$ cat src/hw/rtl/crc16_frame_checker_core_defines.svh
// assertion macros shared by the crc16 frame checker rtl
// no dependencies; included by files that carry concurrent checks
`ifndef CRC16_FRAME_CHECKER_CORE_DEFINES_SVH
`define CRC16_FRAME_CHECKER_CORE_DEFINES_SVH

// consequent must hold in the same cycle as the antecedent
`define CRC16FC_ASSERT_SAME(lbl, c, r, ante, cons) \
  lbl: assert property (@(posedge c) disable iff (!r) (ante) |-> (cons)) \
    else $error("crc16 frame checker: same-cycle check failed");

// consequent must hold in the cycle after the antecedent
`define CRC16FC_ASSERT_NEXT(lbl, c, r, ante, cons) \
  lbl: assert property (@(posedge c) disable iff (!r) (ante) |=> (cons)) \
    else $error("crc16 frame checker: next-cycle check failed");

`endif

$ cat src/hw/rtl/crc16_fc_pkg.sv
// types and constants of the crc16 frame checker
// no dependencies; used by every module of the block
package crc16_fc_pkg;

  // crc-16/modbus constants
  localparam logic [15:0] CRC_INIT = 16'hFFFF;
  localparam logic [15:0] CRC_POLY = 16'hA001;

  // byte positions inside a frame
  localparam logic [8:0] POS_COMMAND = 9'd1;
  localparam logic [8:0] POS_LENGTH  = 9'd2;
  localparam logic [8:0] POS_PAYLOAD = 9'd3;

  // configuration register indexes
  localparam logic CFG_IDX_LENGTH_LIMIT = 1'b0;
  localparam logic CFG_IDX_CHECK_HIGH   = 1'b1;

  localparam logic [7:0] LENGTH_LIMIT_RESET = 8'd250;

  typedef enum logic [1:0] {
    STATUS_CRC_OK       = 2'd0,
    STATUS_CRC_MISMATCH = 2'd1,
    STATUS_ZERO_CMD     = 2'd2,
    STATUS_LEN_OVER     = 2'd3
  } status_t;

  // one result from the frame tracker to the output register
  typedef struct packed {
    logic        valid;
    status_t     status;
    logic [7:0]  command;
    logic [7:0]  payload_length;
    logic [15:0] crc_value;
  } result_t;

endpackage

$ cat src/hw/rtl/crc16_fc_crc_byte.sv
// one-byte crc-16/modbus update, reflected polynomial, eight bit steps
// depends on crc16_fc_pkg for the polynomial
module crc16_fc_crc_byte (
  input  logic [15:0] crc_in,
  input  logic [7:0]  data_in,
  output logic [15:0] crc_out
);

  // xor the byte into the low end, then shift out eight bits
  always_comb begin
    logic [15:0] acc;
    acc = crc_in ^ {8'h00, data_in};
    for (int i = 0; i < 8; i++) begin
      if (acc[0]) begin
        acc = (acc >> 1) ^ crc16_fc_pkg::CRC_POLY;
      end else begin
        acc = acc >> 1;
      end
    end
    crc_out = acc;
  end

endmodule

$ cat src/hw/rtl/crc16_fc_frame_track.sv
// frame state: byte position, held command and length, running crc
// depends on crc16_fc_pkg, crc16_fc_crc_byte and the assertion macro header
`include "crc16_frame_checker_core_defines.svh"

module crc16_fc_frame_track (
  input  logic                  clk,
  input  logic                  rst_n,
  input  logic                  step,
  input  logic [7:0]            data_byte,
  input  logic                  frame_start,
  input  logic [7:0]            length_limit,
  input  logic                  check_high_byte,
  output crc16_fc_pkg::result_t res
);

  logic        frame_active_r, frame_active_nxt;
  logic [8:0]  byte_position_r, byte_position_nxt;
  logic [7:0]  held_command_r, held_command_nxt;
  logic [7:0]  held_length_r, held_length_nxt;
  logic [15:0] running_crc_r, running_crc_nxt;
  logic        low_crc_match_r, low_crc_match_nxt;

  logic [15:0] crc_base;
  logic [15:0] crc_upd;
  logic [8:0]  crc_lo_pos;
  logic [8:0]  crc_hi_pos;
  logic        match;

  // a header byte restarts the crc from its initial value
  assign crc_base = frame_start ? crc16_fc_pkg::CRC_INIT : running_crc_r;

  crc16_fc_crc_byte u_crc (
    .crc_in  (crc_base),
    .data_in (data_byte),
    .crc_out (crc_upd)
  );

  assign crc_lo_pos = crc16_fc_pkg::POS_PAYLOAD + {1'b0, held_length_r};
  assign crc_hi_pos = crc_lo_pos + 9'd1;
  assign match      = low_crc_match_r &
                      (!check_high_byte || (data_byte == running_crc_r[15:8]));

  // next state and result for the byte on hand
  always_comb begin
    frame_active_nxt  = frame_active_r;
    byte_position_nxt = byte_position_r;
    held_command_nxt  = held_command_r;
    held_length_nxt   = held_length_r;
    running_crc_nxt   = running_crc_r;
    low_crc_match_nxt = low_crc_match_r;
    res               = '0;
    res.status        = crc16_fc_pkg::STATUS_CRC_OK;
    if (step) begin
      if (frame_start) begin
        frame_active_nxt  = 1'b1;
        byte_position_nxt = crc16_fc_pkg::POS_COMMAND;
        held_command_nxt  = 8'h00;
        held_length_nxt   = 8'h00;
        low_crc_match_nxt = 1'b0;
        running_crc_nxt   = crc_upd;
      end else if (frame_active_r) begin
        if (byte_position_r == crc16_fc_pkg::POS_COMMAND) begin
          held_command_nxt = data_byte;
          running_crc_nxt  = crc_upd;
          if (data_byte == 8'h00) begin
            frame_active_nxt = 1'b0;
            res.valid        = 1'b1;
            res.status       = crc16_fc_pkg::STATUS_ZERO_CMD;
            res.crc_value    = crc_upd;
          end else begin
            byte_position_nxt = crc16_fc_pkg::POS_LENGTH;
          end
        end else if (byte_position_r == crc16_fc_pkg::POS_LENGTH) begin
          held_length_nxt = data_byte;
          running_crc_nxt = crc_upd;
          if (data_byte > length_limit) begin
            frame_active_nxt   = 1'b0;
            res.valid          = 1'b1;
            res.status         = crc16_fc_pkg::STATUS_LEN_OVER;
            res.command        = held_command_r;
            res.payload_length = data_byte;
            res.crc_value      = crc_upd;
          end else begin
            byte_position_nxt = crc16_fc_pkg::POS_PAYLOAD;
          end
        end else if (byte_position_r < crc_lo_pos) begin
          // payload byte
          running_crc_nxt   = crc_upd;
          byte_position_nxt = byte_position_r + 9'd1;
        end else if (byte_position_r == crc_lo_pos) begin
          // crc low byte, compare now and keep the outcome
          low_crc_match_nxt = (data_byte == running_crc_r[7:0]);
          byte_position_nxt = byte_position_r + 9'd1;
        end else begin
          // crc high byte closes the frame
          frame_active_nxt   = 1'b0;
          res.valid          = 1'b1;
          res.status         = match ? crc16_fc_pkg::STATUS_CRC_OK
                                     : crc16_fc_pkg::STATUS_CRC_MISMATCH;
          res.command        = held_command_r;
          res.payload_length = held_length_r;
          res.crc_value      = running_crc_r;
        end
      end
    end
  end

  // frame state registers
  always_ff @(posedge clk) begin
    if (!rst_n) begin
      frame_active_r  <= 1'b0;
      byte_position_r <= 9'd0;
      held_command_r  <= 8'h00;
      held_length_r   <= 8'h00;
      running_crc_r   <= crc16_fc_pkg::CRC_INIT;
      low_crc_match_r <= 1'b0;
    end else begin
      frame_active_r  <= frame_active_nxt;
      byte_position_r <= byte_position_nxt;
      held_command_r  <= held_command_nxt;
      held_length_r   <= held_length_nxt;
      running_crc_r   <= running_crc_nxt;
      low_crc_match_r <= low_crc_match_nxt;
    end
  end

  // checks
  `CRC16FC_ASSERT_NEXT(a_result_ends_frame, clk, rst_n, res.valid, !frame_active_r)
  `CRC16FC_ASSERT_NEXT(a_start_opens_frame, clk, rst_n, step && frame_start,
    frame_active_r && (byte_position_r == crc16_fc_pkg::POS_COMMAND))
  `CRC16FC_ASSERT_SAME(a_position_bound, clk, rst_n,
    frame_active_r && (byte_position_r >= crc16_fc_pkg::POS_PAYLOAD),
    byte_position_r <= crc_hi_pos)

endmodule

$ cat src/hw/rtl/crc16_frame_checker_core.sv
// top level of the crc16 frame checker: input register, config registers,
// frame tracker and result register; depends on crc16_fc_pkg,
// crc16_fc_frame_track and the assertion macro header
//
//  channel | direction | handshake         | payload
//  in_     | input     | in_valid/in_stall | data_byte, frame_start
//  out_    | output    | out_valid/out_stall | status, command, payload_length, crc_value
//  cfg_    | input     | cfg_valid/cfg_ready | index (0 length limit, 1 high-byte check), data
//
// one byte per cycle sustained while no full result register is held by out_stall;
// a byte is held in the input register until the result register is free, and its
// result, if any, is loaded into the result register as the byte leaves. the per-byte
// crc update is an eight-step bit loop between the two registers. reset (rst_n low,
// synchronous) empties both registers and closes any frame. out_stall holds the result
// and back-pressures in_stall only when a byte waits in the input register behind a full result register.
`include "crc16_frame_checker_core_defines.svh"

module crc16_frame_checker_core (
  input  logic        clk,
  input  logic        rst_n,
  // input channel
  input  logic        in_valid,
  output logic        in_stall,
  input  logic [7:0]  in_data_byte,
  input  logic        in_frame_start,
  // result channel
  output logic        out_valid,
  input  logic        out_stall,
  output logic [1:0]  out_status,
  output logic [7:0]  out_command,
  output logic [7:0]  out_payload_length,
  output logic [15:0] out_crc_value,
  // configuration channel
  input  logic        cfg_valid,
  output logic        cfg_ready,
  input  logic        cfg_index,
  input  logic [7:0]  cfg_data
);

  logic        s1_valid_r, s1_valid_nxt;
  logic [7:0]  s1_byte_r;
  logic        s1_start_r;
  logic        out_valid_r, out_valid_nxt;
  crc16_fc_pkg::result_t out_res_r;
  logic [7:0]  length_limit_r;
  logic        check_high_r;
  logic        in_accept;
  logic        advance;
  crc16_fc_pkg::result_t res;

  // byte in the input register moves on when the result register is free
  assign advance   = s1_valid_r && (!out_valid_r || !out_stall);
  assign in_stall  = s1_valid_r && !advance;
  assign in_accept = in_valid && !in_stall;

  assign s1_valid_nxt  = in_accept ? 1'b1 : (advance ? 1'b0 : s1_valid_r);
  assign out_valid_nxt = (advance && res.valid) ? 1'b1
                                                : (out_stall ? out_valid_r : 1'b0);

  // input register
  always_ff @(posedge clk) begin
    if (!rst_n) begin
      s1_valid_r <= 1'b0;
    end else begin
      s1_valid_r <= s1_valid_nxt;
    end
  end

  always_ff @(posedge clk) begin
    if (in_accept) begin
      s1_byte_r  <= in_data_byte;
      s1_start_r <= in_frame_start;
    end
  end

  // configuration registers, always ready for a transfer
  assign cfg_ready = 1'b1;

  always_ff @(posedge clk) begin
    if (!rst_n) begin
      length_limit_r <= crc16_fc_pkg::LENGTH_LIMIT_RESET;
      check_high_r   <= 1'b0;
    end else if (cfg_valid && cfg_ready) begin
      if (cfg_index == crc16_fc_pkg::CFG_IDX_LENGTH_LIMIT) begin
        length_limit_r <= cfg_data;
      end
      if (cfg_index == crc16_fc_pkg::CFG_IDX_CHECK_HIGH) begin
        check_high_r <= cfg_data[0];
      end
    end
  end

  crc16_fc_frame_track u_track (
    .clk             (clk),
    .rst_n           (rst_n),
    .step            (advance),
    .data_byte       (s1_byte_r),
    .frame_start     (s1_start_r),
    .length_limit    (length_limit_r),
    .check_high_byte (check_high_r),
    .res             (res)
  );

  // result register
  always_ff @(posedge clk) begin
    if (!rst_n) begin
      out_valid_r <= 1'b0;
    end else begin
      out_valid_r <= out_valid_nxt;
    end
  end

  always_ff @(posedge clk) begin
    if (advance && res.valid) begin
      out_res_r <= res;
    end
  end

  assign out_valid          = out_valid_r;
  assign out_status         = out_res_r.status;
  assign out_command        = out_res_r.command;
  assign out_payload_length = out_res_r.payload_length;
  assign out_crc_value      = out_res_r.crc_value;

  // checks
  `CRC16FC_ASSERT_SAME(a_stall_cause, clk, rst_n, in_stall, out_valid && out_stall)
  `CRC16FC_ASSERT_SAME(a_zero_cmd_fields, clk, rst_n,
    out_valid && (out_status == crc16_fc_pkg::STATUS_ZERO_CMD),
    (out_command == 8'h00) && (out_payload_length == 8'h00))
  `CRC16FC_ASSERT_NEXT(a_result_loaded, clk, rst_n, advance && res.valid, out_valid)

endmodule
$ cat config.mk
export PLATFORM = sky130hd
export DESIGN_NAME = crc16_frame_checker_core
export DESIGN_NICKNAME = d
export VERILOG_FILES = /design/src/hw/rtl/crc16_fc_pkg.sv /design/src/hw/rtl/crc16_fc_crc_byte.sv /design/src/hw/rtl/crc16_fc_frame_track.sv /design/src/hw/rtl/crc16_frame_checker_core.sv
export VERILOG_INCLUDE_DIRS = /design/src /design/src/hw/rtl
export SDC_FILE = /design/constraint.sdc
export NUM_CORES = 1
export LEC_CHECK = 0
export BUFFER_PORTS_ARGS = -buffer_cell sky130_fd_sc_hd__buf_2
export CAP_MARGIN = 15
export CORE_AREA = 2 2 96 98
export CTS_BUF_LIST = sky130_fd_sc_hd__clkbuf_4
export DETAILED_ROUTE_END_ITERATION = 10
export DIE_AREA = 0 0 98 100
export PLACE_DENSITY = 0.85
export SLEW_MARGIN = 5
export SYNTH_ARGS = -nofsm -noshare
export SYNTH_HDL_FRONTEND = slang
export SYNTH_SLANG_ARGS = --single-unit
$ cat constraint.sdc
create_clock -name clk -period 4.13 [get_ports clk]
set_clock_uncertainty 0.15 [all_clocks]
set_input_delay 0.413 -clock clk [delete_from_list [all_inputs] [get_ports clk]]
set_output_delay 0.413 -clock clk [all_outputs]
set_load 0.01 [all_outputs]
==> results.md, run 1 <==
- Run status: finished, final reports clean
- Worst reg-to-reg path cell count: 13
- Crit-path leading delay family: simple AND/OR/NAND/NOR gates
- TritonCTS clock tree: built
- Via count: 3,882
- Global Route Usage Sum: 22.6%
- CP required: 4.10 ns
- Leak: 2.31 nW
- Post-synthesis cell area: 5100 um^2
- Final WL: 10,900 um
- Grt total ovfl: 0
- Latest clock arrival within the worst-skew pair: 0.45 ns
- Buf+Inv Stages, Crit Path: 2
- # diodes: 0
- Commonest non-fill, non-tap cell in the layout: buf_2
- Cells after synthesis: 503
- EDFF count, synth: 43
- Cell count after placement: 651
- RSZ-0062 raised after global routing: no
- Hold Vio Cnt, Final: 0
- Die Y: 100 um
- Wire length per cell: 16.1 um
- Period utilization: 89.2%
- TritonRoute pass-1 iters: 5
- Min-delay worst type: in2reg
- Sequential fraction of the synthesis area: 46.5%
- Vias in the first global route: 3,632
- Worst Path Arrival: 3.65 ns
- Fmax: 0.271 GHz
- Final Setup Violations: 0
- Mean Syn Cell Area: 10.1 um^2
- Synth Area in Adders: 5.15%
- Initial antenna violation count: 0
- Pre-CTS setup slack: 0.528 ns
- Synth-to-Final Area Change: 11.3%
- Yosys warnings: 0
- VDD IR max: 0.000166 V
- # H-tree levels: 3
- Initial core utilization: 57.3%
- Final setup TNS: 0 ns
- Critical Path Max Stage Delay: 0.42 ns
- Crit. End Element: register
- Chip Width: 98 um
- Buffers added on ports: 58
- Max-cap violation count: 0
- Post-route ant nets: 0
- Routability congestion estimate: 0.942
- Synth Area in Compound Gates: 12.8%
- Multiplexer area fraction after synthesis: 3.53%
- Non-filler cells, final: 676
- Number of buffers created by CTS: 9
- Clk buf depth: 2
- Worst-path cell chain: inv_1 -> ha_1 -> nor2_1 -> and3_1 -> nand3_1 -> ha_1 -> nand4_1 -> a31oi_1 -> o21ai_0 -> and2_1 -> o21ai_1 -> and2_1 -> buf_4
- DRC errors left: 0
- Critical path's slowest cell: dfxtp_1
- Synth Area in Simple Gates: 17.3%
- Critical path depth: 13
- Clock sinks: 97
- Synth Area in XOR/XNOR: 10.2%
- Die ar.: 9800 um^2
- Largest net degree at the start of global routing: 35
- Most frequent cells in the layout: buf_2, dfxtp_1, nand2_1
- Synth top area share: 25.3%
- Filler Cell Count: 712
- Largest family of logic cells by synthesized area: simple AND/OR/NAND/NOR gates
- 1st-iter DRT viols: 267
- Power per cell area: 334 nW/um^2
- Site Rows: 35
- WS Path Type: reg2reg
- Root buffer cell: clkbuf_4
- Layout cells sized above 1: 17.5%
- Top FF cell, synth: dfxtp_1
- Setup WS post-layout: 0.445 ns
- Overall power: 1.90 mW
- Hold slack: 0.0227 ns
- Netlist cell types: 59
- Core area: 8890 um^2
- FF+latch count, synth: 97
- Clk pin slew, worst setup/hold paths: 0.15 ns
- Synth area leader: edfxtp_1
- Via density: 5.74
- Crit-path max FO: 34
- WHS Path Cells: 3
- Post-CTS sizing: 0
- Nets@finish: 604
- Setup crit start kind: register
- Wire length of the first global-routing pass: 17,800 um
- Pins Over Slew Limit: 0
- Crit path time final: 3.68 ns
- Slew margin rel.: 44.4%
- Dominant cells by area after synthesis: edfxtp_1, dfxtp_1, xnor2_1, ha_1, mux2i_1
- Post-DP HPWL: 7720 um
- Tightest Pin Transition: 0.834 ns
- IO Pins: 60
- Syn Nets: 547
- Post-synth ARST share: 0%
[synth_stat cells, types with 11 or more instances]
library cell / number
nand3_1: 14
clkbuf_1: 13
nor2_1: 40
inv_1: 20
nand2_1: 44
o211ai_1: 22
o21ai_0: 20
nor2b_1: 17
dfxtp_1: 54
mux2i_1: 18
ha_1: 21
xnor2_1: 35
a22o_1: 13
a21oi_1: 11
and2_1: 12
edfxtp_1: 43
[per-layer routing]
layer	global-route usage, %	wire length [um]
met4	6.84	178
met2	37.1	5140
met3	4.32	638
met1	30.7	4940
met5	0	0
[final cells by class]
cell class | count | area [um^2] | share of cell area (%)
timing repair buffer | 73 | 425 | 7.50
multi-input combinational | 358 | 2500 | 44.1
clock buffer | 9 | 67.6 | 1.19
sequential | 97 | 2370 | 41.8
clock inverter | 7 | 86.3 | 1.52
tap | 111 | 139 | 2.45
inverter | 21 | 78.8 | 1.39
[through the flow]
| stage | utilization [%] | cell area [um^2] |
|---|---|---|
| 5_1_grt | 63.8 | 5670 |
| 4_1_cts | 63.8 | 5670 |
| 6_report | 63.8 | 5670 |
| 3_5_place_dp | 61.1 | 5430 |
| 3_3_place_gp | 61.1 | 5430 |
| 2_1_floorplan | - | 5100 |
[flip-flops by register name, summed over array words and instances, names as in the netlist, 2 cells and up]
register / count
length_limit_r: 8
out_command: 8
out_crc_value: 16
out_payload_length: 8
out_status: 2
s1_byte_r: 8
u_track.byte_position_r: 9
u_track.held_command_r: 8
u_track.held_length_r: 8
u_track.running_crc_r: 16
[worst register-to-register path, cell delays in order, from the launching register on]
cell and delay (ns):
dfxtp_1 0.42, inv_1 0.08, ha_1 0.22, nor2_1 0.17, and3_1 0.23, nand3_1 0.10
ha_1 0.33, nand4_1 0.14, a31oi_1 0.34, o21ai_0 0.20, and2_1 0.20, o21ai_1 0.22
and2_1 0.17, buf_4 0.38
[worst paths after layout]
check	start	to	slack [ns]
worst max-delay path	u_track.held_length_r[0]$_SDFFE_PN0P_	out_crc_value[14]$_SDFFCE_PP0P_	0.45
worst min-delay path	in_valid	s1_valid_r$_SDFFE_PN0P_	0.02
worst max register to register	u_track.held_length_r[0]$_SDFFE_PN0P_	out_crc_value[14]$_SDFFCE_PP0P_	0.45
worst min register to register	length_limit_r[2]$_SDFFE_PN0P_	length_limit_r[2]$_SDFFE_PN0P_	0.33
[where the power goes]
part | leakage [nW] | switching, mW | internal, mW
Sequential | 0.920 | 0.0540 | 1.02
Combinational | 1.31 | 0.144 | 0.134
Clock | 0.0806 | 0.342 | 0.197
[timing repair]
item / in CTS / in global routing
hold buffers: 9 / 0
buffers inserted: 0 / 0
endpoints found under the hold margin: 9 / 0
[cells by family (layout without fill, tap and decap cells)]
kind of cell,Yosys count,after routing
buffers and inverters,48,110
muxes,18,18
adders and majority gates,21,21
xor gates and xnor gates,52,52
AOI/OAI and AO/OA,93,93
and+or+nand+nor,173,173
other,1,1
DFF,97,97
Note: power is estimated with default switching activity, not from simulation.
==> run 2: changes to the inputs <==
Settings changed: ABC_AREA set to 1, CORE_AREA 2 2 96 98 to 2 2 101 103, DIE_AREA 0 0 98 100 to 0 0 103 105, PLACE_DENSITY 0.85 to 0.79.
==> run 2 against run 1 <==
Utilization shrank 3.3 points. Die area grew 10%. Cell count grew 23%. Sequential share of layout area shrank 1.2 points. Global-route usage grew 1.3 points. Critical path type unchanged.
==> results.md, run 2 <==
- Post-route ant nets: 0
- Root buffer cell: clkbuf_4
- Yosys warnings: 0
- Netlist cell types: 42
- # H-tree levels: 3
- TritonCTS clock tree: built
- Final WL: 12,800 um
- Postcts setup bufs: 0
- Setup WS post-layout: 0.613 ns
- Leak: 2.60 nW
- Sequential fraction of the synthesis area: 45.4%
- Fmax: 0.284 GHz
- Min-delay worst type: in2reg
- Via density: 5.52
- Cells after synthesis: 631
- TritonRoute pass-1 iters: 5
- Routability congestion estimate: 0.908
- Final Setup Violations: 0
- Post-synthesis cell area: 5220 um^2
- Die ar.: 10,800 um^2
- Largest net degree at the start of global routing: 36
- Synth-to-Final Area Change: 11.7%
- Internal power: 1.35 mW
- Via count: 4,589
- Pins Over Slew Limit: 0
- Slew margin rel.: 48.7%
- Post-DP HPWL: 9390 um
- Dominant cells by area after synthesis: edfxtp_1, dfxtp_1, nand2_1, ha_1, inv_1
- Sw frac: 30.2%
- Top FF cell, synth: dfxtp_1
- FF+latch count, synth: 97
- EDFF count, synth: 43
- Worst Path Arrival: 3.68 ns
- Crit-path max FO: 19
- Nets@finish: 737
- Placed inst area: 5600 um^2
- Run status: finished, final reports clean
- 1st-iter DRT viols: 313
- Vias in the first global route: 4,142
- Logic pwr share: 17.1%
- Post-synth ARST share: 0%
- Site Rows: 36
- Final setup TNS: 0 ns
- Sequential power share: 56.0%
- Syn Nets: 675
- IO Pins: 60
- Utilization after layout: 60.5%
- Design area: 5830 um^2
- Grt total ovfl: 0
- CTS Hold Bufs: 10
- Clock sinks: 97
- Post-CTS sizing: 0
- Core area: 9640 um^2
- Tightest Pin Transition: 0.767 ns
- # diodes: 0
- Cell count after placement: 805
- Sw Pwr: 582 uW
- Overall power: 1.93 mW
- Setup crit start kind: register
- Non-filler cells, final: 831
- Count leader, synth: nand2_1
- Synth area leader: edfxtp_1
- Crit. End Element: register
- R2R Path Start: u_track.held_length_r[0]$_SDFFE_PN0P_
- Number of buffers created by CTS: 9
- Hold slack: 0.00520 ns
- CP required: 4.29 ns
- Worst hold start: cfg_data[7]
- Top post-synthesis cells by count: nand2_1, inv_1, nor2_1, dfxtp_1, a21oi_1
- Initial antenna violation count: 0
- Synth top area share: 24.7%
- Wire length per cell: 15.4 um
- WS Path Type: reg2reg
- Hold Vio Cnt, Final: 0
- Latest clock arrival within the worst-skew pair: 0.48 ns
- Mean Syn Cell Area: 8.27 um^2
- Initial core utilization: 54.2%
- Period utilization: 85.1%
- Clock power share: 27.0%
- DRC errors left: 0
- Chip Width: 103 um
- Power per cell area: 330 nW/um^2
- Buffers added on ports: 58
- Pre-CTS setup slack: 0.691 ns
- Clk pin slew, worst setup/hold paths: 0.15 ns
- Most frequent cells in the layout: nand2_1, inv_1, nor2_1
- Commonest non-fill, non-tap cell in the layout: nand2_1
- VDD IR max: 0.000138 V
- Wire length of the first global-routing pass: 20,200 um
- RSZ-0062 raised after global routing: no
- Clk buf depth: 2
- Global Route Usage Sum: 23.9%
- Worst setup path start: u_track.held_length_r[0]$_SDFFE_PN0P_
- Die Y: 105 um
- Max-cap violation count: 0
- Layout cells sized above 1: 15.3%
- Crit path time final: 3.52 ns
-- run 2: changes by cell type after synthesis, moves of 18 or more --
cell,previous run,this run
xnor2_1,35,0
nand2_1,44,129
mux2i_1,18,0
inv_1,20,70
nor2_1,40,63
a21oi_1,11,45
o21ai_0,20,41
-- run 2: final timing paths --
path / end / slack, ns / cells past startpoint
max: out_crc_value[6]$_SDFFCE_PP0P_ / 0.61 / 17
max reg2reg: out_crc_value[6]$_SDFFCE_PP0P_ / 0.61 / 17
min reg2reg: u_track.held_command_r[1]$_SDFFE_PN0P_ / 0.32 / 2
min: length_limit_r[7]$_SDFFE_PN1P_ / 0.005 / 3
-- run 2: area by class of cell --
type | count | area [um^2]
repair buffers | 70 | 418
multi-input cells | 442 | 2470
flip-flops and latches | 97 | 2370
fillers | 874 | 3800
well taps | 133 | 166
clock buffers | 12 | 90.1
clock inverters | 4 | 45.0
inverters | 73 | 274
-- run 2: per-layer routing --
layer | vias to the layer above | GRT usage (%) | wire length [um]
met5 | - | 0 | 0
met4 | 0 | 9.40 | 316
met3 | 31 | 4.48 | 930
met2 | 199 | 36.0 | 5720
met1 | 2120 | 33.9 | 5850
li1 | 2239 | - | -
-- run 2: kinds of logic after synthesis --
| group | after synthesis | synth area share (%) |
|---|---|---|
| AOI/OAI and AO/OA | 123 | 13.5 |
| DFF | 97 | 45.4 |
| other | 1 | 0.0718 |
| and+or+nand+nor | 270 | 24.0 |
| buffers and inverters | 92 | 7.28 |
| adders and majority gates | 21 | 5.03 |
| xor gates and xnor gates | 27 | 4.67 |
-- run 2: power groups by stage --
stage | sequential [mW] | combinational, mW | clock, mW
3_3_place_gp | 1.10 | 0.301 | 0
4_1_cts | 1.08 | 0.323 | 0.518
5_1_grt | 1.08 | 0.366 | 0.562
6_report | 1.08 | 0.329 | 0.520
3_5_place_dp | 1.10 | 0.314 | 0
2_1_floorplan | 1.08 | 0.247 | 0
-- run 2: critical path, stage by stage (launching register included) --
cell     delay, ns
dfxtp_1       0.34
inv_1         0.09
ha_1          0.25
nor3_1        0.29
nand3_1       0.16
nor2_1        0.12
nand2_1       0.06
ha_1          0.29
nand2_1       0.07
nor2_1        0.14
nand2_1       0.08
nand2_1       0.08
nand2_1       0.07
inv_2         0.12
nand4_2       0.47
inv_1         0.37
nand2_1       0.10
o21ai_1       0.10
